[src/sv/bsmv_pkg.sv]
package bsmv_pkg;

    // Sizes of the storage.
    localparam int MAX_BLOCK    = 8;
    localparam int VECTOR_DEPTH = 4096;
    localparam int QUEUE_DEPTH  = 4;

    localparam int ADDR_W = $clog2(VECTOR_DEPTH);
    localparam int ROW_W  = (MAX_BLOCK > 1) ? $clog2(MAX_BLOCK) : 1;
    localparam int SIZE_W = $clog2(MAX_BLOCK + 1);

    // Fixed widths of the channel fields and the register.
    localparam int OP_W     = 2;
    localparam int INDEX_W  = 12;
    localparam int INNER_W  = 3;
    localparam int DATA_W   = 32;
    localparam int CFG_W    = 4;
    localparam int ACC_W    = 64;
    localparam int FRAC_W   = 16;

    // Operation codes on the input channel.
    localparam logic [OP_W-1:0] OP_LOAD   = 2'd0;
    localparam logic [OP_W-1:0] OP_COEF   = 2'd1;
    localparam logic [OP_W-1:0] OP_ROWEND = 2'd2;

    localparam logic signed [ACC_W-1:0]  ROUND_HALF = 64'sd32768;
    localparam logic signed [DATA_W-1:0] SAT_MAX    = 32'sh7FFF_FFFF;
    localparam logic signed [DATA_W-1:0] SAT_MIN    = 32'sh8000_0000;

    typedef enum logic [1:0] {
        CMD_LOAD,
        CMD_COEF,
        CMD_ROWEND
    } cmd_kind_t;

    // One classified command as it travels through the queue.
    typedef struct packed {
        cmd_kind_t                  kind;
        logic [ADDR_W-1:0]          addr;
        logic [ROW_W-1:0]           row;
        logic signed [DATA_W-1:0]   value;
    } cmd_t;

    typedef struct packed {
        logic full;
        logic empty;
    } q_status_t;

    // Block size clamped to the supported range.
    function automatic logic [SIZE_W-1:0] size_in_use(input logic [CFG_W-1:0] bs);
        logic [SIZE_W-1:0] n;
        if (bs == '0)
            n = SIZE_W'(1);
        else if (int'(bs) > MAX_BLOCK)
            n = SIZE_W'(MAX_BLOCK);
        else
            n = SIZE_W'(bs);
        return n;
    endfunction

    // Saturate a 64-bit accumulator to 32 bits.
    function automatic logic signed [DATA_W-1:0] sat32(input logic signed [ACC_W-1:0] acc);
        logic [ACC_W-DATA_W:0] top;
        logic signed [DATA_W-1:0] r;
        top = acc[ACC_W-1:DATA_W-1];
        if (top == '0 || top == '1)
            r = acc[DATA_W-1:0];
        else if (acc[ACC_W-1])
            r = SAT_MIN;
        else
            r = SAT_MAX;
        return r;
    endfunction

endpackage

[src/sv/bsmv_front.sv]
module bsmv_front (
    input  logic                                  clk,
    input  logic                                  rst_n,
    input  logic                                  in_valid,
    output logic                                  in_stall,
    input  logic [bsmv_pkg::OP_W-1:0]             operation,
    input  logic [bsmv_pkg::INDEX_W-1:0]          vector_index,
    input  logic [bsmv_pkg::INDEX_W-1:0]          block_col,
    input  logic [bsmv_pkg::INNER_W-1:0]          row_in_block,
    input  logic [bsmv_pkg::INNER_W-1:0]          col_in_block,
    input  logic signed [bsmv_pkg::DATA_W-1:0]    value,
    input  logic [bsmv_pkg::SIZE_W-1:0]           n_size,
    output logic                                  push,
    output bsmv_pkg::cmd_t                        push_cmd,
    input  bsmv_pkg::q_status_t                   q_status
);

    import bsmv_pkg::*;

    localparam int CA_W = INDEX_W + SIZE_W;

    logic            fr_vld_reg, fr_vld_next;
    cmd_t            fr_cmd_reg;
    cmd_t            cmd;
    logic            keep;
    logic            accept;
    logic [CA_W-1:0] coef_addr;

    assign in_stall = fr_vld_reg && q_status.full;
    assign accept   = in_valid && !in_stall;
    assign push     = fr_vld_reg && !q_status.full;
    assign push_cmd = fr_cmd_reg;

    // Column address wraps modulo the store depth through the truncation below.
    assign coef_addr = CA_W'(block_col) * CA_W'(n_size) + CA_W'(col_in_block);

    always_comb
    begin
        cmd.kind  = CMD_LOAD;
        cmd.addr  = ADDR_W'(vector_index);
        cmd.row   = ROW_W'(row_in_block);
        cmd.value = value;
        keep      = 1'b0;
        unique case (operation)
            OP_LOAD:
            begin
                keep = 1'b1;
            end
            OP_COEF:
            begin
                cmd.kind = CMD_COEF;
                cmd.addr = ADDR_W'(coef_addr);
                keep     = (SIZE_W'(row_in_block) < n_size) && (SIZE_W'(col_in_block) < n_size);
            end
            OP_ROWEND:
            begin
                cmd.kind = CMD_ROWEND;
                keep     = 1'b1;
            end
            default:
            begin
                keep = 1'b0;
            end
        endcase
    end

    always_comb
    begin
        if (accept)
            fr_vld_next = keep;
        else if (push)
            fr_vld_next = 1'b0;
        else
            fr_vld_next = fr_vld_reg;
    end

    always_ff @(posedge clk or negedge rst_n)
    begin
        if (!rst_n)
            fr_vld_reg <= 1'b0;
        else
            fr_vld_reg <= fr_vld_next;
    end

    always_ff @(posedge clk)
    begin
        if (accept)
            fr_cmd_reg <= cmd;
    end

endmodule

[config.mk]
export PLATFORM = sky130hd
export DESIGN_NAME = bsmv_front
export DESIGN_NICKNAME = d
export VERILOG_FILES = /design/src/sv/bsmv_pkg.sv /design/src/sv/bsmv_front.sv
export SDC_FILE = /design/constraint.sdc
export NUM_CORES = 1
export LEC_CHECK = 0
export BUFFER_PORTS_ARGS = -buffer_cell sky130_fd_sc_hd__buf_4
export CAP_MARGIN = 20
export CORE_MARGIN = 2
export CORE_UTILIZATION = 49
export DETAILED_ROUTE_END_ITERATION = 8
export PLACE_DENSITY_LB_ADDON = 0.15
export SLEW_MARGIN = 20
export SYNTH_ARGS = -nofsm -noshare
export SYNTH_HDL_FRONTEND = slang
export SYNTH_SLANG_ARGS = --single-unit
export TNS_END_PERCENT = 10
[constraint.sdc]
create_clock -name clk -period 4.1 [get_ports clk]
set_clock_uncertainty 0.1 [all_clocks]
set_input_delay 0.41 -clock clk [delete_from_list [all_inputs] [get_ports clk]]
set_output_delay 0.41 -clock clk [all_outputs]
set_load 0.01 [all_outputs]
* After elaboration in Yosys (flattened, before gate mapping)
Cells that the tools add are included.
** Operators by class
- Add/sub/neg operators :: 1
- Multipliers :: 1
- $lt $le $gt $ge :: 2
- Eq/ne operators :: 2
- Mux-type cells :: 5
- Reductions and logical operators :: 9
** Operator list (count)
- $add 12x3->12 :: 1
- $mul 12x4->12 :: 1
- $mux 12 :: 1
- $lt 3x4->1 :: 2
- $logic_and 1x1->1 :: 4
- $pmux 2 s2 :: 1
- $eq 2x1->1 const B :: 1
- $eq 2x2->1 const B :: 1
- $logic_not 1->1 :: 2
- $logic_not 2->1 :: 1
- $mux 1 :: 2
- $pmux 1 s2 :: 1
- $reduce_bool 2->1 :: 1
- $reduce_or 2->1 :: 1
** Storage, ports and cells
- Flip-flop bits (word level) :: 50
- Output and inout bits :: 51

* Depth between registers and ports, before layout
- Depth after elaboration :: 4
- Depth in mapped cells :: 13
- Gate-level depth less buffers :: 12

* Worst setup path before layout
Ideal clock, no wire load.
- Path kind :: in2reg
- Start point :: in n_size[2] (netlist name)
- End point :: reg fr_cmd_reg (netlist bit push_cmd[46]) (data pin)
- Setup time :: 0.134 ns
- Data arrival time :: 3.259 ns
- Data required time :: 3.866 ns
- Slack :: 0.606 ns
- Stages :: 12
- Buffers on the path :: 1
- Cells stage by stage :: clkbuf_1 -> nand2_1 -> fa_1 -> inv_1 -> fa_1 -> ha_1 -> ha_1 -> nor2b_1 -> o2111ai_1 -> nand4_1 -> a311o_1 -> nand3_1
** RTL lines
- from (decl) :: RTL line bsmv_front.sv:12 : input logic [bsmv_pkg::SIZE_W-1:0] n_size,
- to (signal assigned) :: RTL line bsmv_front.sv:88 : fr_cmd_reg <= cmd;
- to (decl) :: RTL line bsmv_front.sv:23 : cmd_t fr_cmd_reg;

==> summary.md <==
| Metric | Value |
|---|---|
| Final min period | 3380 ps |
| TritonRoute pass-1 iters | 4 |
| Iter 0 DRT Violations | 90 |
| Worst hold path type | input port to flip-flop |
| Synthesized cell area | 3080 um^2 |
| Crit end category | flip-flop |
| Slew HR | 53.3% |
| Area after DPL | 4080 um^2 |
| Worst Setup SP | n_size[3] |
| GRT Total Usage | 19.0% |
| Critical path data arrival time | 3310 ps |
| WS Path Type | input port to flip-flop |
| CTS tree | built |
| Post-detail-place hpwl | 5340 um |
| Layout Cells excl Fill | 455 |
| Drt via density | 5.05 |
| Outcome | finished, final reports clean |
| Clk pwr share | 19.6% |
| Post-synthesis cell type count | 32 |
| DRC Markers | 0 |
| Area delta synth->final | 35.3% |
| Yosys warning count | 0 |
| Commonest cells after routing, fill and taps aside | buf_4, edfxtp_1, nand2_1 |
| Vias in the first global route | 2,278 |
| Worst VDD drop | 0.262 mV |
| Finished Cell Area | 4170 um^2 |
| RR Startpoint | fr_vld_reg$_DFFE_PN0P_ |
| #FFs+latches synth | 50 |
| Vias | 2,297 |
| Design Power | 1.34 mW |
| WL/cell | 14.0 um |
| Leakage | 1.98 nW |
| Period utilization | 82.5% |
| Critical Path RT | 4030 ps |
| Post-Syn Area per Cell | 12.1 um^2 |
| R2R cell count | 3 |
| Final core utilization | 69.7% |
| # port buffers | 122 |
| Pint | 0.952 mW |
| CTS sink cnt | 50 |
| Clk slew on worst S/H paths | 80 ps |
| Antenna violations before repair | 0 |
| Crit path max fanout | 10 |
| H-tree Lvls | 2 |
| Core area | 5990 um^2 |
| Tightest Pin Transition | 700 ps |
| Starting density of the core | 51.5% |
| Grt ovf | 0 |
| Fraction of layout instances using a drive strength above 1 | 36.1% |
| Crit start category | input port |
| Pwr/cell area | 322 nW/um^2 |
| Flop2flop setup slack | 2130 ps |
| Remaining antenna violation count after routing | 0 |
| FF-to-FF End | push_cmd[6]$_DFFE_PP_ |
| Worst hold slack | 189 ps |
| Dpl ws | 443 ps |
| Die span in x | 83.3 um |
| # nets final | 497 |
| Ant. Diodes | 0 |
| Area contributors post-synth | edfxtp_1, fa_1, ha_1 |
| Max reg flops | 49 |
| Number of max-cap violations | 0 |
| Most common cell after layout, fill and taps aside | buf_4 |
| Post-Route WL | 6360 um |
| Clock Root Buffer | clkbuf_8 |
| Clk_lat worst skew | 290 ps |
| Postcts setup bufs | 0 |
| CP Capture Point | push_cmd[43]$_DFFE_PP_ |
| Largest net degree at the start of global routing | 27 |
| Unrepaired setup endpoints after global routing | false |
| Top Ports | 124 |
| Sequential power share | 46.1% |
| First-pass GRT wire length | 10,600 um |
| Sw Pwr | 0.390 mW |
| Synth Instances | 254 |
| Setup violations, final | 0 |
| Fmax achieved | 296 MHz |
| Max Slew Vio Count | 0 |
| Final count of hold timing violations | 0 |
| Yosys top cell area share | 47.7% |
| Full die area | 6940 um^2 |
| Die height | 83.3 um |
| Sw Ratio | 29.1% |
| Post-Synthesis Net Count | 372 |
| Final Worst Setup Slack | 717 ps |
| Comb pwr share | 34.2% |
| Post-synth top area cell | edfxtp_1 |
| Placed cells | 446 |
| TNS Setup | 0 ps |
| Resize count post-CTS | 0 |
| Total CTS buffers | 5 |
| Rows | 28 |
| Max clock buf depth | 2 |
| Seq/Total Area, Yosys | 48.5% |
| Placer congestion estimate | 0.845 |
-- routing by layer --
metal | up-vias | track usage (%) | share of wire [%]
met5 | - | 0 | 0
met4 | 0 | 6.41 | 2.1
met3 | 11 | 3.68 | 5.9
met2 | 89 | 33.4 | 49
met1 | 1073 | 23.4 | 43
li1 | 1124 | - | -
-- power by group through the flow --
stage / Clock [mW] / Combinational (mW) / Sequential [mW]
final: 0.264 / 0.459 / 0.619
after global routing: 0.289 / 0.522 / 0.623
after CTS: 0.272 / 0.465 / 0.620
after detailed placement: 0 / 0.459 / 0.632
after global placement: 0 / 0.451 / 0.629
after floorplan: 0 / 0.267 / 0.652
-- cells in the mapped netlist --
library cell	instances
xnor3_1	1
o21a_1	1
clkbuf_1	5
nor2_1	4
and2_1	27
nand3_1	1
nand2_4	1
o31ai_1	1
o311ai_1	2
edfxtp_1	49
a21o_1	6
nand2b_1	4
nand3b_1	1
xnor2_1	5
and2_2	5
nand2_1	32
o21ai_1	2
a21oi_1	7
xor2_1	4
nor2b_1	4
a311o_1	1
nor3_1	1
o2111ai_1	1
nand4_1	4
fa_1	18
ha_1	27
a31oi_1	2
o21ai_0	12
dfrtp_1	1
buf_6	1
inv_1	22
a21boi_0	2
-- area by class of cell --
cell class              count  area [um^2]
well taps                  75         93.8
clock inverters             3         16.3
fillers                   460         1820
inverters                  22         82.6
repair buffers            124          933
multi-input cells         176         1480
flip-flops and latches     50         1500
clock buffers               5         68.8
-- cell families (layout without fill, tap and decap cells) --
kind of cell,after synthesis,count (layout),share of synthesized area [%]
buffers and inverters,28,154,3.65
adder cells (fa/ha/maj),45,45,22.6
AO/OA/AOI/OAI,37,37,7.43
XOR/XNOR,10,10,3.29
flip-flops,50,50,48.5
AND/OR/NAND/NOR,84,84,14.4
-- how the worst min path moves through the flow --
| stage | from | endpoint | slack, ps | cells after the start |
|---|---|---|---|---|
| CTS | value[5] | push_cmd[5]$_DFFE_PP_ | 180 | 1 |
| finish | value[1] | push_cmd[1]$_DFFE_PP_ | 190 | 1 |
| global route | value[1] | push_cmd[1]$_DFFE_PP_ | 170 | 1 |
| floorplan | rst_n | fr_vld_reg$_DFFE_PN0P_ | 10 | 0 |
| global placement | rst_n | fr_vld_reg$_DFFE_PN0P_ | 90 | 1 |
| detailed placement | rst_n | fr_vld_reg$_DFFE_PN0P_ | 90 | 1 |
-- repair_timing --
item                                   4_1_cts  5_1_grt
hold buffers                                 1        0
setup endpoints to repair                    0        0
endpoints found under the hold margin        1        0
-- critical path: stages --
cell and delay (ps):
buf_4 160, and2_1 170, fa_1 520, fa_1 500, ha_1 310, ha_1 360
a21o_1 180, a21oi_1 230, a21oi_1 120, o21ai_0 200, o311ai_1 140
Note: power is estimated with default switching activity, not from simulation.
