### src/sv/bsmv_pkg.sv
package bsmv_pkg;

    // Sizes of the storage.
    localparam int MAX_BLOCK    = 8;
    localparam int VECTOR_DEPTH = 4096;
    localparam int QUEUE_DEPTH  = 4;

    localparam int ADDR_W = $clog2(VECTOR_DEPTH);
    localparam int ROW_W  = (MAX_BLOCK > 1) ? $clog2(MAX_BLOCK) : 1;
    localparam int SIZE_W = $clog2(MAX_BLOCK + 1);

    // Fixed widths of the channel fields and the register.
    localparam int OP_W     = 2;
    localparam int INDEX_W  = 12;
    localparam int INNER_W  = 3;
    localparam int DATA_W   = 32;
    localparam int CFG_W    = 4;
    localparam int ACC_W    = 64;
    localparam int FRAC_W   = 16;

    // Operation codes on the input channel.
    localparam logic [OP_W-1:0] OP_LOAD   = 2'd0;
    localparam logic [OP_W-1:0] OP_COEF   = 2'd1;
    localparam logic [OP_W-1:0] OP_ROWEND = 2'd2;

    localparam logic signed [ACC_W-1:0]  ROUND_HALF = 64'sd32768;
    localparam logic signed [DATA_W-1:0] SAT_MAX    = 32'sh7FFF_FFFF;
    localparam logic signed [DATA_W-1:0] SAT_MIN    = 32'sh8000_0000;

    typedef enum logic [1:0] {
        CMD_LOAD,
        CMD_COEF,
        CMD_ROWEND
    } cmd_kind_t;

    // One classified command as it travels through the queue.
    typedef struct packed {
        cmd_kind_t                  kind;
        logic [ADDR_W-1:0]          addr;
        logic [ROW_W-1:0]           row;
        logic signed [DATA_W-1:0]   value;
    } cmd_t;

    typedef struct packed {
        logic full;
        logic empty;
    } q_status_t;

    // Block size clamped to the supported range.
    function automatic logic [SIZE_W-1:0] size_in_use(input logic [CFG_W-1:0] bs);
        logic [SIZE_W-1:0] n;
        if (bs == '0)
            n = SIZE_W'(1);
        else if (int'(bs) > MAX_BLOCK)
            n = SIZE_W'(MAX_BLOCK);
        else
            n = SIZE_W'(bs);
        return n;
    endfunction

    // Saturate a 64-bit accumulator to 32 bits.
    function automatic logic signed [DATA_W-1:0] sat32(input logic signed [ACC_W-1:0] acc);
        logic [ACC_W-DATA_W:0] top;
        logic signed [DATA_W-1:0] r;
        top = acc[ACC_W-1:DATA_W-1];
        if (top == '0 || top == '1)
            r = acc[DATA_W-1:0];
        else if (acc[ACC_W-1])
            r = SAT_MIN;
        else
            r = SAT_MAX;
        return r;
    endfunction

endpackage

### src/sv/bsmv_fifo.sv
module bsmv_fifo (
    input  logic                  clk,
    input  logic                  rst_n,
    input  logic                  push,
    input  bsmv_pkg::cmd_t        push_cmd,
    input  logic                  pop,
    output bsmv_pkg::cmd_t        pop_cmd,
    output bsmv_pkg::q_status_t   status
);

    import bsmv_pkg::*;

    localparam int PTR_W = (QUEUE_DEPTH > 1) ? $clog2(QUEUE_DEPTH) : 1;
    localparam int CNT_W = $clog2(QUEUE_DEPTH + 1);

    cmd_t             mem_reg [QUEUE_DEPTH];
    logic [PTR_W-1:0] wr_ptr_reg, wr_ptr_next;
    logic [PTR_W-1:0] rd_ptr_reg, rd_ptr_next;
    logic [CNT_W-1:0] count_reg, count_next;

    assign status.full  = (count_reg == CNT_W'(QUEUE_DEPTH));
    assign status.empty = (count_reg == '0);
    assign pop_cmd      = mem_reg[rd_ptr_reg];

    always_comb
    begin
        wr_ptr_next = wr_ptr_reg;
        rd_ptr_next = rd_ptr_reg;
        count_next  = count_reg;
        if (push)
            wr_ptr_next = (wr_ptr_reg == PTR_W'(QUEUE_DEPTH - 1)) ? '0 : wr_ptr_reg + 1'b1;
        if (pop)
            rd_ptr_next = (rd_ptr_reg == PTR_W'(QUEUE_DEPTH - 1)) ? '0 : rd_ptr_reg + 1'b1;
        if (push && !pop)
            count_next = count_reg + 1'b1;
        else if (pop && !push)
            count_next = count_reg - 1'b1;
    end

    always_ff @(posedge clk or negedge rst_n)
    begin
        if (!rst_n)
        begin
            wr_ptr_reg <= '0;
            rd_ptr_reg <= '0;
            count_reg  <= '0;
        end
        else
        begin
            wr_ptr_reg <= wr_ptr_next;
            rd_ptr_reg <= rd_ptr_next;
            count_reg  <= count_next;
        end
    end

    always_ff @(posedge clk)
    begin
        if (push)
            mem_reg[wr_ptr_reg] <= push_cmd;
    end

    a_count_bound: assert property (@(posedge clk) disable iff (!rst_n)
        (count_reg <= CNT_W'(QUEUE_DEPTH)) && !(push && status.full && !pop))
        else $error("command queue overrun");

endmodule

### config.mk
export PLATFORM = sky130hd
export DESIGN_NAME = bsmv_fifo
export DESIGN_NICKNAME = d
export VERILOG_FILES = /design/src/sv/bsmv_pkg.sv /design/src/sv/bsmv_fifo.sv
export SDC_FILE = /design/constraint.sdc
export NUM_CORES = 1
export LEC_CHECK = 0
export ABC_AREA = 1
export BUFFER_PORTS_ARGS = -buffer_cell sky130_fd_sc_hd__buf_2
export CORE_MARGIN = 2
export CORE_UTILIZATION = 52
export CTS_CLUSTER_DIAMETER = 100
export DETAILED_ROUTE_END_ITERATION = 8
export PLACE_DENSITY = 0.77
export SYNTH_ARGS = -nofsm -noshare
export SYNTH_HDL_FRONTEND = slang
export SYNTH_SLANG_ARGS = --single-unit
export TNS_END_PERCENT = 10
### constraint.sdc
create_clock -name clk -period 2.3 [get_ports clk]
set_clock_uncertainty 0.1 [all_clocks]
set_input_delay 0.115 -clock clk [delete_from_list [all_inputs] [get_ports clk]]
set_output_delay 0.115 -clock clk [all_outputs]
set_load 0.02 [all_outputs]
# ---- Yosys cells after proc, flatten, opt, wreduce, memory -nomap -nowiden
# Memories as Yosys holds them, arrays and structs flattened.
# Index checks and enable logic that the tools add are counted.
dict set report op_classes {
  shifts 0
  n_reduce_logical 6
  n_mux 6
  div 0
  bitwise 0
  order_cmp 0
  addsub 4
  n_eq_ne 3
  multipliers 0
}
# operator n
set op_table {}
lappend op_table {{$mux 3} 2}
lappend op_table {{$add 2x1->2 const B} 2}
lappend op_table {{$eq 2x2->1 const B} 2}
lappend op_table {{$mux 2} 2}
lappend op_table {{$add 3x1->3 const B} 1}
lappend op_table {{$eq 3x3->1 const B} 1}
lappend op_table {{$logic_not 3->1} 1}
lappend op_table {{$sub 3x1->3 const B} 1}
lappend op_table {{$logic_and 1x1->1} 2}
lappend op_table {{$logic_not 1->1} 2}
lappend op_table {{$mux 1} 2}
lappend op_table {{$reduce_bool 2->1} 1}
dict set report totals {
  inputBits 53
  out_inout_bits 51
  latch_bits 0
  romBits 0
  n_memories 1
  ram_bits 196
  reg_bits 7
}
# memory depth word_bits read_ports rd_clocked_by_memory_dff write_ports line_no
set memory_table {}
lappend memory_table {mem_reg 4 49 1 0 1 bsmv_fifo.sv:16} ;# cmd_t mem_reg [QUEUE_DEPTH];

# ---- Logic depth before layout (Yosys ltp)
# Gate-level depths: netlist of run 1.
dict set report depth {
  ltp_word 4
  mapped_depth 9
}

# ---- Worst setup path before layout of run 1
# Ideal clock, no wire load.
dict set report synth_path {
  path_type {reg-to-reg}
  from {register wr_ptr_reg[0]}
  to {memory mem_reg[0][0] (netlist bit), enable pin}
  n_path_buf 0
  t_arrival_ns 1.623
  setup_slack_ns 0.173
  setup_ns 0.403
  path_stages_with_launch 5
  cell_sequence {dfrtp_1 inv_1 ha_1 nand2_1 inv_1}
}
# item line_no
set synth_lines {}
lappend synth_lines {{start, declared} bsmv_fifo.sv:17} ;# logic [PTR_W-1:0] wr_ptr_reg, wr_ptr_next;
lappend synth_lines {{start signal, assigned} bsmv_fifo.sv:50} ;# wr_ptr_reg <= wr_ptr_next;
lappend synth_lines {{end, declared} bsmv_fifo.sv:16}
# No word-level cell before the write port.

==> results.md, run 1 <==
* Nature of the critical path startpoint: flop
* Synth Warn # at 0
* Die W at 132 um
* Max Cap Viol at 0
* P_int at 0.00844 W
* Final Cell Area at 10600 um2
* Sw Share at 0.357
* Critical R2R Launch: wr_ptr_reg[0]
* Initial DRT Pass Iterations at 5
* Worst-Margin Slew at 473 ps
* Site Rows at 46
* DRT iter0 DRCs at 317
* Vias in the first global route at 5237
* Clock Root Buffer: clkbuf_16
* Clk pwr share at 0.260
* WS Path Type: reg2out
* Logic pwr share at 0.360
* Vias/cell at 5.04
* Chip height at 132 um
* Normalized max-slew margin at 0.685
* CP required at 2090 ps
* Ys flop type: edfxtp_1
* Crit-path cells: bufinv_16 > buf_16 > nand2_1 > o211ai_1 > nand2_1 > buf_2
* Number of synthesized flops with an enable pin at 196
* Global-route wire length before repair at 26400 um
* Num CTS Buffers at 22
* Largest area contributor in the netlist: edfxtp_1
* Setup violators final at 0
* Nets at 850
* Post-synth top area share at 0.689
* PwrDens at 1240 nW/um2
* Final hold viol count at 0
* Mapped Avg Cell Area at 13.7 um2
* Die area at 17500 um2
* TritonCTS clock tree: built
* Reg-to-reg slack, setup at 550 ps
* Synth area leaders: edfxtp_1 (69%), o211ai_2 (8.8%), nand2_1 (7.2%)
* H-tree levels at 1
* Number of flip-flops in the largest register at 196
* Worst Path Max Fanout at 36
* Max Fclk at 455 MHz
* Min setup slack post-route at 101 ps
* Syn nets at 684
* Number of synthesized register bits at 203
* Layout cell share with drive strength beyond 1 at 0.325
* Sequential share of the synthesized area at 0.710
* Hold WC Path Type: in2reg
* Detailed-route via count at 5151
* Dpl cell area at 9300 um2
* DP Worst Slack at 556 ps
* Avg WL per Cell at 16.7 um
* Initial antenna violation count at 1
* Sequential fraction of design power at 0.380
* Top cell by count, worst path: nand2_1
* Switching pwr at 0.00469 W
* RD Place Congestion at 0.765
* Fill cell count at 1157
* Tot GR Track Use at 0.190
* Drt drc at 0
* CP Capture Type: primary output
* Postcts setup bufs at 0
* Synthesis-to-layout area growth at 24.4%
* Biggest cell delay along the critical path at 480 ps
* Delay-heaviest family, CP: buffers and inverters
* Buffers plus inverters on the worst setup path at 3
* Tmin final at 2200 ps
* Initial Utilization at 0.535
* Status: finished, final reports clean
* Reg2reg end: mem_reg[0][29]
* Cell area after synthesis at 8540 um2
* Largest net degree at the start of global routing at 55
* Pleak at 4.36 nW
* Synthesized instance count at 624
* Synth cell count leaders: edfxtp_1 (196), nand2_1 (163), inv_1 (68)
* Worst-Skew Late Latency at 500 ps
* Top Ports at 104
* Hold endpoint: rd_ptr_reg[1]
* Slowest CP cell: dfrtp_2
* Clock Sinks at 203
* Placed Instances at 927
* Distinct cells, synth at 18
* Final Max Slew Viols at 0
* Tcrit/Tclk final at 0.956
* Core Region at 15900 um2
* Peak supply drop at 713 uV
* Clock Tree Buf Depth at 3
* Worst r2r path cells at 5
* Asr flop ratio synth at 0.0345
* Wirelength, routed at 17100 um
* GRT overflow at 0
* Clock-pin slew on the worst setup and hold paths at 60 ps
* DPL Wire Length at 9800 um
* Non-filler cells, final at 1023
* Hold path start: pop
* Pwr Total at 0.0131 W
* Hold path depth at 3
* CP arrival at 1980 ps
* Routed Antenna Nets at 0
* Buffers on Ports at 103
* Most numerous cell in the Yosys netlist: edfxtp_1
==> cells by family (layout without fill, tap and decap cells) <==
logic type | Yosys count | count (layout) | share of synthesized area
and+or+nand+nor | 168 | 168 | 0.0746
other | 0 | 1 | 0
xor gates and xnor gates | 1 | 1 | 0.00103
buffers and inverters | 143 | 325 | 0.0796
DFF | 203 | 203 | 0.710
AOI/OAI and AO/OA | 102 | 102 | 0.124
adders and majority gates | 7 | 7 | 0.0111
==> worst min-delay path: stages <==
cell and delay (ps):
dlygate4sd3_1 510, buf_2 130, o21ai_1 70
==> metal layers <==
metal,vias to the layer above,routed length [um],track usage
met2,145,8450,0.329
met4,0,236,0.0417
li1,2503,-,-
met3,24,930,0.0342
met1,2479,7460,0.254
met5,-,0,0
==> how the worst max path moves through the flow <==
stage                             start       endpoint  slack [ps]  cells after the start
after global routing      rd_ptr_reg[0]     pop_cmd[0]         -10                      6
after detailed placement  rd_ptr_reg[0]    pop_cmd[46]         560                      6
after floorplan           wr_ptr_reg[0]  mem_reg[0][0]         170                      4
final                     rd_ptr_reg[0]     pop_cmd[0]         100                      6
after CTS                 rd_ptr_reg[0]    pop_cmd[20]           2                      6
after global placement    rd_ptr_reg[0]    pop_cmd[27]         590                      6
==> repair_timing <==
action | in CTS | in global routing
hold buffers | 53 | 0
endpoints found under the setup margin | 2 | 13
gates resized for setup | 2 | 5
cloned | 0 | 2
hold endpoints to repair | 207 | 0
==> cell type report <==
type / count / area (um2) / area share
inverter: 111 / 443 / 0.0417
timing repair buffer: 173 / 1320 / 0.124
tap: 216 / 270 / 0.0255
sequential: 203 / 6060 / 0.571
clock buffer: 29 / 597 / 0.0562
timing repair inverter: 1 / 8.76 / 0.000825
antenna: 1 / 2.50 / 0.000236
clock inverter: 11 / 118 / 0.0111
multi-input combinational: 278 / 1800 / 0.169
==> cell usage in the layout (no fill, tap or decap), types with 2 or more instances in the layout <==
cell type and count:
edfxtp_1 196, nand2_1 163, buf_2 103, inv_1 64, o211ai_2 60, dlygate4sd3_1 53
inv_2 46, o211ai_1 38, clkbuf_16 23, buf_4 7, buf_12 7, ha_1 6
clkbuf_1 5, dfrtp_1 5, o21ai_1 4, bufinv_16 3, clkinv_2 3, clkinv_1 3
nor3_1 2, clkinvlp_4 2, clkbuf_8 2, buf_16 2, dfrtp_2 2
==> metrics by stage <==
step,utilization,hold WS [ps],TNS [ps]
6_report,0.666,262,0
3_5_place_dp,0.583,-127,0
2_1_floorplan,-,-281,0
5_1_grt,0.666,260,-19.8
4_1_cts,0.662,248,0
3_3_place_gp,0.583,-134,0
==> power groups by stage <==
stage	logic (W)	clock network, W	registers, W
6_report	0.00473	0.00341	0.00498
5_1_grt	0.00513	0.00364	0.00503
4_1_cts	0.00463	0.00348	0.00498
3_5_place_dp	0.00454	0	0.00505
3_3_place_gp	0.00440	0	0.00502
2_1_floorplan	0.00327	0	0.00501
Power figures use the tool's default switching activity.
==> run 2, diff against run 1 <==
- CORE_UTILIZATION: 52 -> 55
- PLACE_DENSITY: 0.77 -> 0.8
==> results.md, run 2 (same netlist as run 1, synthesis figures left out) <==
* Crit path depth at 6 (unchanged)
* Initial DRT Pass Iterations at 4 (was 5)
* CP Capture Type: primary output (unchanged)
* Num CTS Buffers at 21 (was 22)
* Chip height at 129 um (was 132 um)
* Nature of the critical path startpoint: flop (unchanged)
* Worst-Margin Slew at 478 ps (was 473 ps)
* Largest net degree at the start of global routing at 51 (was 55)
* GRT overflow at 0 (unchanged)
* # diodes at 0 (was 1)
* Pleak at 4.31 nW (was 4.36 nW)
* Worst r2r path cells at 5 (unchanged)
* Initial Utilization at 0.562 (was 0.535)
* Sequential cell area at 6060 um2 (about the same)
* Normalized max-slew margin at 0.681 (was 0.685)
* Nets at 847 (was 850)
* H-tree levels at 1 (unchanged)
* Crit-path cells: bufinv_16 > buf_16 > nand2_1 > o211ai_2 > nand2_1 > buf_2 (was bufinv_16 > buf_16 > nand2_1 > o211ai_1 > nand2_1 > buf_2)
* Fill cell count at 1022 (was 1157)
* DP Worst Slack at 515 ps (was 556 ps)
* Buffers on Ports at 103 (unchanged)
* CP required at 2090 ps (about the same)
* Global-route wire length before repair at 26500 um (was 26400 um)
* Die W at 129 um (was 132 um)
* Number of flip-flops in the largest register at 196 (unchanged)
* Setup violators final at 0 (unchanged)
* Core Region at 15200 um2 (was 15900 um2)
* Routed Antenna Nets at 0 (unchanged)
* Clock Root Buffer: clkbuf_16 (unchanged)
* Initial antenna violation count at 0 (was 1)
* Avg WL per Cell at 16.8 um (was 16.7 um)
* Top cell by count, worst path: nand2_1 (unchanged)
* Commonest non-fill, non-tap cell in the layout: edfxtp_1 (unchanged)
* DRT iter0 DRCs at 266 (was 317)
* Hold path depth at 2 (was 3)
* Biggest cell delay along the critical path at 410 ps (was 480 ps)
* Worst Path Max Fanout at 47 (was 36)
* Peak supply drop at 816 uV (was 713 uV)
* Drt drc at 0 (unchanged)
* Slowest CP cell: dfrtp_1 (was dfrtp_2)
* Final Max Slew Viols at 0 (unchanged)
* Site Rows at 45 (was 46)
* Most frequent cells in the layout: edfxtp_1 (196), nand2_1 (163), buf_2 (103), inv_1 (64), o211ai_2 (60) (unchanged)
* Max Fclk at 453 MHz (was 455 MHz)
* Vias/cell at 5.24 (was 5.04)
* Tmin final at 2210 ps (was 2200 ps)
* Postcts setup bufs at 0 (unchanged)
* Clock Sinks at 203 (unchanged)
* Max Cap Viol at 0 (unchanged)
* Tcrit/Tclk final at 0.960 (was 0.956)
* Multi-input logic area at 1800 um2 (unchanged)
* Dpl cell area at 9310 um2 (was 9300 um2)
* Detailed-route via count at 5183 (was 5151)
* Tot GR Track Use at 0.207 (was 0.190)
* Layout cell share with drive strength beyond 1 at 0.313 (was 0.325)
* Synthesis-to-layout area growth at 22.9% (was 24.4%)
* Final Cell Area at 10500 um2 (was 10600 um2)
* Clock Tree Buf Depth at 3 (unchanged)
* Status: finished, final reports clean (unchanged)
* Worst-Skew Late Latency at 480 ps (was 500 ps)
* WS Path Type: reg2out (unchanged)
* RD Place Congestion at 0.734 (was 0.765)
* Top Ports at 104 (unchanged)
* Hold WC Path Type: in2reg (unchanged)
* Hold slack at 281 ps (was 262 ps)
* Buffers plus inverters on the worst setup path at 3 (unchanged)
* Clock-pin slew on the worst setup and hold paths at 60 ps (about the same)
* Die area at 16500 um2 (was 17500 um2)
* Pwr Total at 0.0127 W (was 0.0131 W)
* Delay-heaviest family, CP: buffers and inverters (unchanged)
* Final hold viol count at 0 (unchanged)
* DPL Wire Length at 9730 um (was 9800 um)
* Wirelength, routed at 16600 um (was 17100 um)
* Min setup slack post-route at 92.6 ps (was 101 ps)
* CP arrival at 1990 ps (was 1980 ps)
* PwrDens at 1210 nW/um2 (was 1240 nW/um2)
* Setup TNS at 0 ps (unchanged)
* Vias in the first global route at 5441 (was 5237)
* TritonCTS clock tree: built (unchanged)
==> run 2: cell count changes in the layout (fill, tap and decap cells not counted), sizes merged <==
| cell | before | now |
|---|---|---|
| inv | 111 | 110 |
| clkinv | 7 | 5 |
| bufinv | 3 | 1 |
| clkbuf | 30 | 32 |
| clkinvlp | 2 | 0 |
| diode | 1 | 0 |
==> run 2: worst paths after layout <==
check / to / slack (ps) / start
worst max-delay path: pop_cmd[46] / 90 / rd_ptr_reg[0]
worst min-delay path: mem_reg[1][21] / 280 / push_cmd[21]
worst max register to register: mem_reg[0][22] / 500 / wr_ptr_reg[0]
worst min register to register: count_reg[2] / 410 / count_reg[2]
max in group asynchronous: rd_ptr_reg[1] / 1310 / rst_n
min in group asynchronous: rd_ptr_reg[0] / 510 / rst_n
==> run 2: where the power goes <==
group          internal (W)  leakage [nW]  switching [W]
clock               0.00169         0.287        0.00127
sequential          0.00475          1.88       0.000220
combinational       0.00167          2.14        0.00310
==> run 2: cell type report <==
cell class,instances,share of cell area
flip-flops and latches,203,0.578
well taps,188,0.0224
clock inverters,5,0.00215
clock buffers,32,0.0540
multi-input cells,278,0.171
repair buffers,172,0.130
inverters,111,0.0422
==> run 2: through the flow <==
step,utilization,std cells
floorplan,-,624
global placement,0.612,898
detailed placement,0.612,898
CTS,0.689,989
global route,0.690,989
finish,0.690,989
==> run 2: repair_timing <==
item                                    in CTS  in global routing
hold buffers                                53                  0
endpoints found under the setup margin       3                 18
gates resized for setup                      3                  4
hold endpoints to repair                   207                  0
cloned                                       1                  0
==> run 2: worst reg2reg max path, delay by kind of cell, from the launching register on <==
kind                       cells  cell delay (ps)
adders and majority gates      1              170
DFF                            1              420
and+or+nand+nor                1               70
buffers and inverters          3              730
==> run 2: per-layer routing <==
metal  share of wire  global-route usage
met5               0                   0
met4           0.021              0.0550
met2            0.51               0.378
met1            0.41               0.254
met3           0.057              0.0378
==> run 3, diff against run 2 <==
- clock period: 2.3 -> 2.1 ns (I/O delays scaled with it)
==> results.md, run 3 (same netlist as run 1, synthesis figures left out) <==
* TritonCTS clock tree: built (unchanged)
* Clock-pin slew on the worst setup and hold paths at 60 ps (about the same)
* Routed Antenna Nets at 0 (unchanged)
* RD Place Congestion at 0.731 (was 0.734)
* Clock Root Buffer: clkbuf_16 (unchanged)
* Switching pwr at 0.00506 W (was 0.00458 W)
* Detailed-route via count at 5163 (was 5183)
* Setup violators final at 0 (unchanged)
* Worst-Skew Late Latency at 480 ps (about the same)
* Initial Utilization at 0.562 (unchanged)
* Status: finished, final reports clean (unchanged)
* Die W at 129 um (unchanged)
* Number of flip-flops in the largest register at 196 (unchanged)
* Nets at 854 (was 847)
* Normalized max-slew margin at 0.666 (was 0.681)
* Drt drc at 0 (unchanged)
* Clock Sinks at 203 (unchanged)
* Core Region at 15200 um2 (unchanged)
* Worst Path Max Fanout at 28 (was 47)
* Most frequent cells in the layout: edfxtp_1 (196), nand2_1 (163), buf_2 (103), inv_1 (64), o211ai_2 (60) (unchanged)
* Tot GR Track Use at 0.206 (was 0.207)
* Chip height at 129 um (unchanged)
* WS Path Type: reg2out (unchanged)
* H-tree levels at 1 (unchanged)
* Worst-Margin Slew at 501 ps (was 478 ps)
* Logic pwr share at 0.369 (was 0.375)
* Final hold viol count at 0 (unchanged)
* Final Max Slew Viols at 0 (unchanged)
* DRT iter0 DRCs at 260 (was 266)
* CP arrival at 1790 ps (was 1990 ps)
* Max Fclk at 500 MHz
* Site Rows at 45 (unchanged)
* GRT overflow at 0 (unchanged)
* Sw Share at 0.358 (was 0.361)
* Tcrit/Tclk final at 0.952
* DPL Wire Length at 9660 um (was 9730 um)
* Avg WL per Cell at 16.9 um (was 16.8 um)
* P_int at 0.00909 W (was 0.00811 W)
* Synthesis-to-layout area growth at 23.6% (was 22.9%)
* Pleak at 4.34 nW (was 4.31 nW)
* Num CTS Buffers at 21 (unchanged)
* Hold WC Path Type: in2reg (unchanged)
* Vias in the first global route at 5337 (was 5441)
* Largest net degree at the start of global routing at 34 (was 51)
* Top Ports at 104 (unchanged)
* Initial antenna violation count at 1 (was 0)
* Sequential fraction of design power at 0.386 (was 0.392)
* PwrDens at 1340 nW/um2 (was 1210 nW/um2)
* Clock Tree Buf Depth at 3 (unchanged)
* Commonest non-fill, non-tap cell in the layout: edfxtp_1 (unchanged)
* Global-route wire length before repair at 26400 um (was 26500 um)
* Clk pwr share at 0.245 (was 0.233)
* Pwr Total at 0.0142 W (was 0.0127 W)
* Max Cap Viol at 0 (unchanged)
* Finished Core Util at 0.694 (was 0.690)
* Fill cell count at 1007 (was 1022)
* Vias/cell at 5.18 (was 5.24)
* Layout cell share with drive strength beyond 1 at 0.323 (was 0.313)
* Die area at 16500 um2 (unchanged)
* Initial DRT Pass Iterations at 4 (unchanged)
* Unrepaired setup endpoints after global routing: no
* Tmin final at 2000 ps
* Buffers on Ports at 103 (unchanged)
* Peak supply drop at 901 uV (was 816 uV)
* CP required at 1890 ps (was 2090 ps)
* CP Capture Type: primary output (unchanged)
* Wirelength, routed at 16800 um (was 16600 um)
* Setup TNS at 0 ps (unchanged)
* Nature of the critical path startpoint: flop (unchanged)
run 3: cell types whose count changed in the layout (fill, tap and decap cells not counted), moves of 2 or more:
cell and change:
clkinvlp_4 +2, clkbuf_1 -3, buf_12 -2, buf_16 -2, buf_4 +8
run 3: layout make-up:
type	count	area, um2	share of cell area
sequential	203	6060	0.575
multi-input combinational	278	1800	0.170
timing repair buffer	178	1370	0.129
clock buffer	29	556	0.0527
inverter	111	437	0.0414
tap	188	235	0.0223
clock inverter	7	85.1	0.00807
timing repair inverter	1	8.76	0.000830
antenna	1	2.50	0.000237
run 3: final timing paths:
check / startpoint / to / slack (ps) / depth (start not counted)
setup / recovery: rd_ptr_reg[1] / pop_cmd[30] / 100 / 4
hold / removal: push_cmd[18] / mem_reg[3][18] / 270 / 2
setup reg to reg: wr_ptr_reg[0] / mem_reg[3][9] / 500 / 4
hold reg to reg: count_reg[2] / count_reg[2] / 430 / 2
max in group asynchronous: rst_n / rd_ptr_reg[1] / 1120 / 3
min in group asynchronous: rst_n / count_reg[1] / 480 / 3
run 3: worst max-delay path: stages, from the launching register on:
cell      delay [ps]
dfrtp_2          370
buf_4            420
o211ai_1         170
nand2_1          150
buf_2            180
run 3: what timing repair did:
action / 4_1_cts / 5_1_grt
buffers inserted: 1 / 1
cloned: 1 / 1
hold buffers: 53 / 0
endpoints found under the hold margin: 207 / 0
gates resized for setup: 5 / 2
endpoints found under the setup margin: 30 / 34
run 3: through the flow:
step | instances | worst slack (ps) | hold WS (ps) | cell area, um2
5_1_grt | 995 | 26.9 | 272 | 10500
3_3_place_gp | 902 | 498 | -157 | 9290
4_1_cts | 993 | 11.7 | 256 | 10500
2_1_floorplan | 624 | -23.0 | -291 | 8540
6_report | 996 | 100 | 273 | 10500
3_5_place_dp | 902 | 424 | -149 | 9290
run 3: power groups by stage:
stage / clock [W] / sequential, W / combinational (W)
after floorplan: 0 / 0.00548 / 0.00359
after global placement: 0 / 0.00549 / 0.00487
after detailed placement: 0 / 0.00553 / 0.00500
after CTS: 0.00353 / 0.00545 / 0.00519
after global routing: 0.00370 / 0.00551 / 0.00571
final: 0.00347 / 0.00546 / 0.00522
run 3: routing by layer:
| metal | track usage | vias to the layer above | routed length [um] |
|---|---|---|---|
| li1 | - | 2509 | - |
| met1 | 0.259 | 2489 | 7020 |
| met2 | 0.368 | 143 | 8560 |
| met3 | 0.0453 | 22 | 999 |
| met4 | 0.0499 | 0 | 227 |
| met5 | 0 | - | 0 |
